[config.mk]
export PLATFORM = sky130hd
export DESIGN_NAME = sce_cell
export DESIGN_NICKNAME = d
export VERILOG_FILES = /design/src/hw/rtl/sce_pkg.sv /design/src/hw/rtl/sce_cell.sv
export SDC_FILE = /design/constraint.sdc
export NUM_CORES = 1
export LEC_CHECK = 0
export BUFFER_PORTS_ARGS = -buffer_cell sky130_fd_sc_hd__buf_2
export CORE_AREA = 2 2 157 159
export DETAILED_ROUTE_END_ITERATION = 8
export DIE_AREA = 0 0 159 161
export GPL_TIMING_DRIVEN = 0
export MAX_ROUTING_LAYER = met4
export SETUP_SLACK_MARGIN = 0.3
export SYNTH_ARGS = -nofsm -noshare
export SYNTH_HDL_FRONTEND = slang
export SYNTH_SLANG_ARGS = --single-unit
export TNS_END_PERCENT = 10
[constraint.sdc]
create_clock -name clk -period 6.9 [get_ports clk]
set_input_delay 0.345 -clock clk [delete_from_list [all_inputs] [get_ports clk]]
set_output_delay 0.345 -clock clk [all_outputs]
set_load 0.03 [all_outputs]
[src/hw/rtl/sce_pkg.sv]
package sce_pkg;

	localparam int ID_W      = 32;
	localparam int FL_W      = 8;
	localparam int ST_W      = 4;
	localparam int TM_W      = 32;
	localparam int EXP_W     = 33;
	localparam int ORD_W     = 16;
	localparam int TTL_W     = 32;
	localparam int MAXE_W    = 5;
	localparam int CFG_W     = 32;
	localparam int CFG_IDX_W = 2;
	localparam int CNT_OUT_W = 5;

	// status codes with a meaning to the cache itself
	localparam logic [ST_W-1:0] ST_NONE    = 4'd0;
	localparam logic [ST_W-1:0] ST_WAIT    = 4'd1;
	localparam logic [ST_W-1:0] ST_CONNECT = 4'd6;
	localparam logic [ST_W-1:0] ST_ISSUER  = 4'd7;
	localparam logic [ST_W-1:0] ST_ERROR   = 4'd10;

	// register indexes
	localparam logic [CFG_IDX_W-1:0] REG_MAX_ENTRIES = 2'd0;
	localparam logic [CFG_IDX_W-1:0] REG_NORMAL_TTL  = 2'd1;
	localparam logic [CFG_IDX_W-1:0] REG_WAIT_TTL    = 2'd2;

	localparam logic MODE_LOOKUP = 1'b0;
	localparam logic MODE_STORE  = 1'b1;

	localparam logic [MAXE_W-1:0] MAX_ENTRIES_RST = 5'd16;
	localparam logic [TTL_W-1:0]  NORMAL_TTL_RST  = 32'd3600;
	localparam logic [TTL_W-1:0]  WAIT_TTL_RST    = 32'd60;

	typedef struct packed {
		logic [ID_W-1:0]  id;
		logic [FL_W-1:0]  flags;
		logic [ST_W-1:0]  status;
		logic [EXP_W-1:0] expiry;
		logic [ORD_W-1:0] order;
	} entry_t;

	typedef struct packed {
		logic load;
		logic clr;
		logic purge;
	} cell_ctl_t;

endpackage

[src/hw/rtl/sce_cell.sv]
module sce_cell import sce_pkg::*; #(
	parameter int IW   = 5,
	parameter int CW   = 5,
	parameter int SLOT = 0
) (
	input  logic             clk,
	input  logic             arst_n,
	input  cell_ctl_t        ctl,
	input  entry_t           wdata,
	input  logic [ID_W-1:0]  key_id,
	input  logic [FL_W-1:0]  key_flags,
	input  logic [TM_W-1:0]  now,
	input  logic [ORD_W-1:0] ins_cnt,
	input  logic             found_in,
	input  logic [EXP_W-1:0] exp_in,
	input  logic [ORD_W-1:0] age_in,
	input  logic [IW-1:0]    idx_in,
	input  logic [CW-1:0]    cnt_in,
	output logic             match,
	output logic             valid,
	output entry_t           ent,
	output logic             found_out,
	output logic [EXP_W-1:0] exp_out,
	output logic [ORD_W-1:0] age_out,
	output logic [IW-1:0]    idx_out,
	output logic [CW-1:0]    cnt_out
);

	logic             valid_q;
	entry_t           ent_q;
	logic             expired;
	logic [ORD_W-1:0] age;
	logic             better;
	logic             found_q;
	logic [EXP_W-1:0] exp_q;
	logic [ORD_W-1:0] age_q;
	logic [IW-1:0]    idx_q;
	logic [CW-1:0]    cnt_q;

	assign expired = ent_q.expiry <= {1'b0, now};
	assign match   = valid_q && ent_q.id == key_id && ent_q.flags == key_flags;
	assign age     = ins_cnt - ent_q.order;
	// strict compare: an earlier cell keeps the candidate on a full tie
	assign better  = valid_q && (!found_in || ent_q.expiry < exp_in ||
		(ent_q.expiry == exp_in && age > age_in));

	always_ff @(posedge clk or negedge arst_n) begin
		if (!arst_n) begin
			valid_q <= 1'b0;
			found_q <= 1'b0;
			cnt_q   <= '0;
		end else begin
			if (ctl.load) begin
				valid_q <= 1'b1;
			end else if (ctl.clr || (ctl.purge && expired)) begin
				valid_q <= 1'b0;
			end
			found_q <= found_in || valid_q;
			cnt_q   <= cnt_in + CW'(valid_q);
		end
	end

	always_ff @(posedge clk) begin
		if (ctl.load) begin
			ent_q <= wdata;
		end
		if (better) begin
			exp_q <= ent_q.expiry;
			age_q <= age;
			idx_q <= IW'(SLOT);
		end else begin
			exp_q <= exp_in;
			age_q <= age_in;
			idx_q <= idx_in;
		end
	end

	assign valid     = valid_q;
	assign ent       = ent_q;
	assign found_out = found_q;
	assign exp_out   = exp_q;
	assign age_out   = age_q;
	assign idx_out   = idx_q;
	assign cnt_out   = cnt_q;

endmodule

==> results of run 1 <==
==> cell families (layout without fill, tap and decap cells) <==
| kind of cell | Yosys count | in the layout | share of synthesized area (%) |
|---|---|---|---|
| fa+ha+maj | 99 | 99 | 15.16 |
| buf+inv | 105 | 539 | 5.252 |
| xor+xnor | 54 | 54 | 5.754 |
| other cells | 0 | 3 | 0 |
| mux | 49 | 49 | 8.707 |
| compound gates | 107 | 107 | 8.906 |
| simple gates | 103 | 103 | 6.957 |
| flops | 154 | 154 | 49.26 |
==> cells in the final DEF, fill, tap and decap left out, types with 3 or more instances in the layout <==
cell       instances
a211oi_1           4
a21boi_0           3
a21o_1            21
a21oi_1           30
a31oi_1            6
buf_2            399
buf_6              5
bufinv_16          4
clkbuf_16         17
dfrtp_1            7
dfxtp_1           54
diode_2            3
edfxtp_1          93
ha_1              98
inv_1            100
inv_6              6
inv_8              3
mux2_2             4
mux2_4            44
nand2_1            9
nand2b_1           3
nand3_1           11
nand4_1           23
nor2_1            16
nor2b_1           10
nor3_1            10
nor4_1            11
o211ai_1           3
o21a_1             3
o21ai_0           14
o21bai_1           4
o31ai_1            3
xnor2_1           11
xor2_1            43
==> power groups by stage <==
stage	Combinational (W)	Clock [W]	Sequential, W
floorplan	0.000360	0	0.00138
global placement	0.000866	0	0.00117
detailed placement	0.000878	0	0.00117
CTS	0.000883	0.00108	0.00115
global route	0.000945	0.00112	0.00116
finish	0.000874	0.00105	0.00115
==> area by class of cell <==
class | count | area (sq um)
fill | 2257 | 12640
sequential | 154 | 4049
multi-input combinational | 412 | 3739
timing repair buffer | 402 | 2042
clock buffer | 17 | 425.4
tap | 324 | 405.4
inverter | 100 | 375.4
clock inverter | 15 | 224.0
buffer | 5 | 56.30
antenna | 3 | 7.507
==> flip-flops by register name, summed over array words and instances, names as in the netlist <==
name	count
ent	93
age_out	16
idx_out	5
cnt_out	5
found_out	1
exp_out	33
valid	1
==> metrics by stage <==
step / utilization, % / cell area (sq um) / hold slack [ns]
after floorplan: - / 8219 / 0.04941
after global placement: 44.35 / 10630 / 0.1939
after detailed placement: 44.47 / 10660 / 0.1955
after CTS: 47.22 / 11320 / 0.06468
after global routing: 47.25 / 11320 / 0.05444
final: 47.25 / 11320 / 0.08885
==> how the worst max path moves through the flow <==
stage	slack, ns	cells past startpoint	to
after floorplan	2.72	18	age_out[10]
after global placement	1.87	20	exp_out[25]
after detailed placement	1.86	20	exp_out[25]
after CTS	1.98	18	age_out[10]
after global routing	1.76	18	age_out[14]
final	2.04	18	exp_out[25]
==> worst max-delay path, delay by kind of cell, from the launching register on <==
family,cells,cell delay (ns)
buffers and inverters,2,0.32
AO/OA/AOI/OAI,8,1.86
XOR/XNOR,1,0.12
flip-flops,1,0.35
adder cells (fa/ha/maj),3,0.89
AND/OR/NAND/NOR,3,0.87
multiplexers,1,0.32
==> layer usage <==
layer | vias to the layer above | part of all wire (%)
li1 | 3269 | -
met1 | 3038 | 42
met2 | 255 | 50
met3 | 24 | 6.6
met4 | 0 | 1.5
met5 | - | 0
==> run metrics, run 1 <==
worst endpoint data arrival time 5.16 ns; Seq pwr share 37.5%; first drt pass iteration count 4; hold endpoint ent[88]; DRT iter0 DRCs 343; CP Cell Sequence ha_1, inv_1, fa_1, a211oi_1, o21ai_0, a311oi_1, o21ai_0, a31oi_1, xnor2_1, ha_1, nand4_1, or4_1, nand4_1, a21oi_1, o31ai_1, o41ai_4, buf_6, mux2_4; clk_lat worst skew 0.42 ns; Clock Skew 0.01483 ns; Min-Delay Path Depth 1; #FFs+latches synth 154; f_max 205.8 MHz; initial antenna violation count 3; Post-synth ARST share 4.545%; Mapped Cells 671; switching power 0.001010 W; post_cts resized 0; Total Power 0.003076 W; CTS hold repair buffers 1; Residual DRC 0; RR Startpoint ent[0]; Setup TNS 0 ns; final std cells w/o fill 1,432; Final Hold Vio Count 0; Congestion Overflow GR 0; DR WL/cell 17.42 um; Clock Power Share 34.1%; top-area cell type share of the netlist area 33.98%; reg2reg setup slack 2.04 ns; residual antenna-violating net count after detailed routing 0; P_int 0.002066 W; syn_nets 1,016; Hold Crit Class in -> reg; share of cells above drive strength 1 44.62%; most frequent cell after synthesis inv_1; Bufs on Longest Clock Path 2; synth warn 0; number of H-tree levels 4; setup violators final 0; clock sink count 154; RSZ-0062 raised after global routing false; Post-Syn Area 8219 sq um; Slowest cell on crit path or4_1; largest net degree at the start of global routing 67; dpl hpwl 20.46 mm; largest cells by area after synthesis edfxtp_1, ha_1, dfxtp_1; vias per std cell 4.599; syn avg cell area 12.25 sq um; pins over their slew limit 0; shortest period the worst path allows 4.859 ns; Initial Utilization 34.30%; met3 Use GR 4.956%; setup ws final 2.042 ns; Yosys cell types 54; CTS buffer count 17; die area 25,600 sq um; highest cell delay on the worst timing path 0.57 ns; Setup Buffers After CTS 0; die height 161 um; Seq/Total Area, Yosys 49.26%; Die Wd 159 um; commonest cells in the netlist inv_1, ha_1, edfxtp_1; pre-CTS setup slack 1.857 ns; Worst setup startpoint ent[0]; Crit Path Max Fanout 10; critical path class reg -> reg; placer congestion estimate 0.8426; worst-margin pin slew 1.038 ns; Post-synth EDFFs 93; TritonCTS clock tree done; Power Density 271.7 nW/um^2; HP Start wdata[88]; WP data required 7.20 ns; type of origin of the critical path flop; vias in the first global route 6,642; Placed Cells 1,396; Area Overhead vs Synth 37.77%; Sw Share 32.84%; Yosys top cell by area edfxtp_1; met2 Resource Use GR 33.36%; Reg2Reg Depth 18; P_leak 5.733 nW; I/O pins 401; combinational share of power 28.4%; max cap viols 0; main flop type after synthesis edfxtp_1; status completed; IO Port Bufs 400; fin crit share 70.41%; Final Net Count 1,437; clk slew on worst S/H paths 0.08 ns; crit end category flop; reg-to-reg endpoint exp_out[25]; final WL 24.95 mm; worst rel slew slack 30.57%; first-pass GRT wire length 36.95 mm; GR peak layer met2; total global-route track usage 19.50%; Max IR drop VDD 146.7 uV; FP Rows 57; GR met1 Demand/Resource 22.97%; Core ar. 23,960 sq um; vias 6,586; Root Buffer clkbuf_16
No activity file was read; power rests on OpenSTA's default activity.
==> run 2: changes to the inputs <==
- ABC_AREA: default -> 1
- CORE_AREA: 2 2 157 159 -> 2 2 155 157
- DIE_AREA: 0 0 159 161 -> 0 0 157 159
- PLACE_DENSITY: default -> 0.65
- clock period: 6.9 -> 4.6 ns (I/O delays scaled with it)
==> run 2 against run 1 <==
Compared with the run above:
- critical path depth rose by 6
- worst hold slack got worse by 0.066 ns
- clock-buffer cell count did not move
- sequential power rose by 49%
- wire length rose by 16%
- largest cell class unchanged
- highest routed layer unchanged
==> run metrics, run 2 <==
Area Overhead vs Synth 50.93%; Die Wd 157 um; Fillers 2,109; critical path class reg -> reg; Seq/Total Area, Yosys 47.67%; worst rel slew slack 56.88%; clk slew on worst S/H paths 0.07 ns; vias 8,586; GR peak layer met2; crit end category flop; syn_nets 1,316; largest cells by area after synthesis edfxtp_1, ha_1, dfxtp_1; initial antenna violation count 5; f_max 279.3 MHz; dpl hpwl 21.72 mm; final WL 28.97 mm; number of H-tree levels 4; Power Density 348.1 nW/um^2; DR WL/cell 15.61 um; FP Rows 56; most common cell after layout, fill and taps aside buf_2; top-area cell type share of the netlist area 32.88%; Post-Syn Area 8493 sq um; I/O pins 401; Yosys top cell by area edfxtp_1; most frequent cells in the layout buf_2, nand2_1, inv_1; clk_lat worst skew 0.44 ns; Post-synth ARST share 4.545%; GR met1 Demand/Resource 26.64%; synth warn 0; Yosys cell types 34; Placed Cells 1,691; max cap viols 0; Final Hold Vio Count 0; total global-route track usage 23.61%; #FFs+latches synth 154; vias in the first global route 8,638; Post-synth EDFFs 93; die height 159 um; WP data required 4.97 ns; Crit Path Max Fanout 10; worst endpoint data arrival time 3.95 ns; die area 24,960 sq um; CTS buffer count 17; P_leak 6.835 nW; vias per std cell 4.626; setup violators final 0; Root Buffer clkbuf_16; share of cells above drive strength 1 29.37%; shortest period the worst path allows 3.581 ns; first-pass GRT wire length 43.93 mm; TritonCTS clock tree done; Bufs on Longest Clock Path 2; max reg flops 93; DRT iter0 DRCs 388; IO Port Bufs 400; commonest cells in the netlist nand2_1, inv_1, ha_1; worst-margin pin slew 0.6409 ns; pins over their slew limit 0; Clock Skew 0.02064 ns; status completed; type of origin of the critical path flop; Final Net Count 1,864; Seq. cell area 4049 sq um; syn avg cell area 8.747 sq um; fin crit share 77.84%; Mapped Cells 971; clock sink count 154; area of the multi-input gates 3729 sq um; Hold Crit Class in -> reg; first drt pass iteration count 5; met3 Use GR 4.518%; main flop type after synthesis edfxtp_1; most frequent cell after synthesis nand2_1; placer congestion estimate 0.9038; RSZ-0062 raised after global routing false; Core ar. 23,190 sq um; Initial Utilization 36.62%; Setup TNS 0 ns; met2 Resource Use GR 40.99%; largest net degree at the start of global routing 61; final std cells w/o fill 1,856; residual antenna-violating net count after detailed routing 0; Max IR drop VDD 177.7 uV; Congestion Overflow GR 0; Residual DRC 0
==> run 2: stage by stage <==
stage	total power [W]	area (sq um)	hold slack (ns)	util, %	setup WS, ns
after floorplan	0.002491	8493	-0.06559	-	1.457
after global placement	0.002913	10890	0.08992	46.97	0.9920
after detailed placement	0.002933	10920	0.09195	47.10	0.9634
after CTS	0.004504	12810	0.0001870	55.22	0.9585
after global routing	0.004700	12820	0.01205	55.27	0.7402
final	0.004463	12820	0.02287	55.27	1.019
==> run 2: cell families (layout without fill, tap and decap cells) <==
group | after synthesis | after routing | share of synthesized area (%)
compound gates | 101 | 101 | 6.880
xor+xnor | 23 | 23 | 2.372
fa+ha+maj | 99 | 99 | 14.67
buf+inv | 184 | 745 | 8.427
flops | 154 | 154 | 47.67
other cells | 0 | 5 | 0
simple gates | 410 | 410 | 19.98
==> run 2: worst max-delay path: stages (launching register included) <==
cell and delay (ns):
edfxtp_1 0.37, ha_1 0.15, inv_1 0.06, fa_1 0.41
nand3_1 0.10, nand2_1 0.14, nand2_1 0.09, nand2_1 0.10
nand2_1 0.12, nand2_1 0.06, nand2_1 0.05, nand2_1 0.08
ha_1 0.28, nand2_1 0.06, nor2_1 0.13, nand2_1 0.09
nor2_1 0.11, nor2_1 0.05, a21oi_1 0.29, nand2_4 0.18
nand2_4 0.13, buf_6 0.16, buf_6 0.16, nand2_1 0.07
nand2_1 0.05
==> run 2: worst paths after layout <==
| path | start | to | slack, ns | cells past startpoint |
|---|---|---|---|---|
| max in group asynchronous | arst_n | found_out | 4.26 | 2 |
| min in group asynchronous | arst_n | cnt_out[1] | 0.16 | 2 |
| max | ent[0] | exp_out[31] | 1.02 | 24 |
| min reg2reg | ent[16] | exp_out[0] | 0.58 | 2 |
| min | exp_in[27] | exp_out[27] | 0.02 | 3 |
| max reg2reg | ent[0] | exp_out[31] | 1.02 | 24 |
==> run 2: where the power goes <==
group,switching (W),internal (W),total [W]
clock,0.000684,0.000780,0.00146
sequential,0.0000842,0.00162,0.00171
combinational,0.000812,0.000480,0.00129
==> run 2: metal layers <==
layer  wire [um]  part of all wire [%]  vias up
met5           0                     0        -
met2       14850                    51      354
met1       11690                    40     3908
met4         708                   2.4        0
met3        1719                   5.9       53
li1            -                     -     4271
==> run 2: cell type report <==
cell class | count | area share (%)
Antenna cell | 5 | 0.09761
Buffer | 16 | 0.6637
Clock buffer | 17 | 3.319
Clock inverter | 15 | 1.367
Inverter | 168 | 4.919
Multi-Input combinational cell | 633 | 29.09
Sequential cell | 154 | 31.59
Tap cell | 319 | 3.114
Timing Repair Buffer | 529 | 25.85
==> run 2: timing repair <==
| action | CTS | global route |
|---|---|---|
| hold buffers | 128 | 0 |
| gates resized for setup | 0 | 0 |
| setup buffers | 0 | 0 |
| endpoints found under the hold margin | 134 | 0 |
==> run 3: changes to the inputs <==
- CORE_AREA: 2 2 155 157 -> 2 2 157 159
- DIE_AREA: 0 0 157 159 -> 0 0 159 161
- PLACE_DENSITY: 0.65 -> 0.66
- clock period: 4.6 -> 2.9 ns (I/O delays scaled with it)
==> run 3 against run 2 <==
Compared with the run above:
- the run now ends with setup timing left
- setup slack worse by 1.3 ns
- power is 65% higher
- clock-buffer cell count stayed put
- sequential power is 58% higher
- register-to-register slack worse by 1.3 ns
- first-iteration DRC count is 46% higher
- global-route usage is 0.20 points higher
- worst hold slack better by 0.099 ns
- clock skew is 0.0081 ns lower
- critical path type unchanged
- critical endpoint is now exp_out[23]
- highest routed layer unchanged
==> run metrics, run 3 (synthesis gave the netlist of run 2 again) <==
Root Buffer clkbuf_16; reg2reg setup slack -0.27 ns; Initial Utilization 35.44%; share of cells above drive strength 1 35.00%; WP data required 3.27 ns; vias per std cell 4.620; type of origin of the critical path flop; worst endpoint data arrival time 3.53 ns; vias in the first global route 9,071; critical path class reg -> reg; Die Wd 159 um; I/O pins 401; max cap viols 0; Core ar. 23,960 sq um; Residual DRC 0; Area Overhead vs Synth 62.92%; reg-to-reg endpoint exp_out[23]; Final Net Count 1,912; final instance area 13,840 sq um; RR Startpoint ent[0]; Crit Path Max Fanout 6; Final Hold Vio Count 0; clk_lat worst skew 0.43 ns; most frequent cells in the layout buf_2, nand2_1, inv_1; total global-route track usage 23.81%; most common cell after layout, fill and taps aside buf_2; number of H-tree levels 4; f_max 315.8 MHz; fin crit share 109.2%; Congestion Overflow GR 0; setup ws final -0.2670 ns; failing checks setup timing; IO Port Bufs 400; Bufs on Longest Clock Path 2; Power Density 531.6 nW/um^2; crit end category flop; Fillers 2,062; max reg flops 93; Hold Crit Class in -> async; Reg2Reg Depth 23; setup violators final 54; worst-margin pin slew 0.7157 ns; vias 8,820; shortest period the worst path allows 3.167 ns; clk slew on worst S/H paths 0.07 ns; DRT iter0 DRCs 567; FP Rows 57; CTS buffer count 17; die area 25,600 sq um; pins over their slew limit 0; TritonCTS clock tree done; clock sink count 154; first drt pass iteration count 5; die height 161 um; initial antenna violation count 5; Clock Skew 0.01252 ns; Max IR drop VDD 296.6 uV; worst rel slew slack 52.29%; placer congestion estimate 0.8688; post-layout util 57.74%; P_leak 7.136 nW; first-pass GRT wire length 46.57 mm; residual antenna-violating net count after detailed routing 0; final WL 30.74 mm; largest net degree at the start of global routing 70; Area after DPL 10,950 sq um; DR WL/cell 16.10 um; status finished, violations left; RSZ-0062 raised after global routing true; dpl hpwl 22.41 mm
## run 3: worst max path at each step
stage / from / to / depth (start not counted)
2_1_floorplan: ent[0] / exp_out[22] / 23
5_1_grt: ent[9] / exp_out[31] / 21
3_5_place_dp: ent[4] / exp_out[25] / 23
3_3_place_gp: ent[4] / exp_out[25] / 23
6_report: ent[0] / exp_out[23] / 23
4_1_cts: ent[0] / exp_out[25] / 21
## run 3: final cells by class
class                   count  area [sq um]  share of cell area (%)
diodes                      5         12.51                 0.09042
repair buffers            577          3800                   27.46
well taps                 324         405.4                   2.930
multi-input cells         633          4210                   30.43
flip-flops and latches    154          4049                   29.26
clock buffers              17         425.4                   3.074
inverters                 168         630.6                   4.557
clock inverters            15         180.2                   1.302
plain buffers              16         123.9                  0.8952
## run 3: stage by stage
stage | TNS [ns] | hold WS [ns] | std cells | total power (W) | setup slack (ns)
final | -11.84 | 0.1219 | 1909 | 0.007356 | -0.2670
after global routing | -21.07 | 0.1211 | 1909 | 0.007722 | -0.4348
after CTS | -13.47 | 0.08502 | 1890 | 0.007201 | -0.3048
after detailed placement | -24.66 | 0.009246 | 1696 | 0.004678 | -0.5529
after global placement | -22.36 | 0.007729 | 1695 | 0.004641 | -0.5030
after floorplan | -2.808 | -0.1506 | 971 | 0.003958 | -0.09767
## run 3: worst max-delay path, cell delays in order, from the launching register on
cell,delay (ns)
edfxtp_1,0.38
ha_2,0.19
inv_2,0.05
fa_2,0.35
nand3_2,0.09
nand2_4,0.08
nand2_4,0.08
nand2_4,0.08
nand3_2,0.10
nand2_2,0.06
xor2_2,0.16
ha_1,0.32
nand2_1,0.06
nor2_1,0.08
nand2_1,0.08
nor2_1,0.13
nor2_2,0.06
a21oi_4,0.17
nand2_4,0.12
nand2_4,0.11
buf_12,0.14
clkbuf_16,0.14
nand2_1,0.04
nand2_1,0.04
## run 3: per-layer routing
| metal | global-route usage, % | part of all wire, % | routed length (um) | vias to the layer above |
|---|---|---|---|---|
| met5 | - | 0 | 0 | - |
| met4 | 7.149 | 2.3 | 699 | 0 |
| met3 | 5.470 | 6.5 | 1991 | 64 |
| met2 | 42.08 | 51 | 15740 | 381 |
| met1 | 26.97 | 40 | 12300 | 4000 |
| li1 | - | - | - | 4375 |
## run 3: what timing repair did
| action | in CTS | in global routing |
|---|---|---|
| gates resized for setup | 32 | 90 |
| setup buffers | 5 | 13 |
| endpoints found under the hold margin | 161 | 0 |
| setup endpoints to repair | 55 | 56 |
| hold buffers | 157 | 0 |
| pin swaps | 6 | 28 |
| cloned | 0 | 1 |
## run 3: power breakdown
part | switching, W | internal [W]
clock network | 0.00111 | 0.00116
registers | 0.000132 | 0.00257
logic | 0.00143 | 0.000947
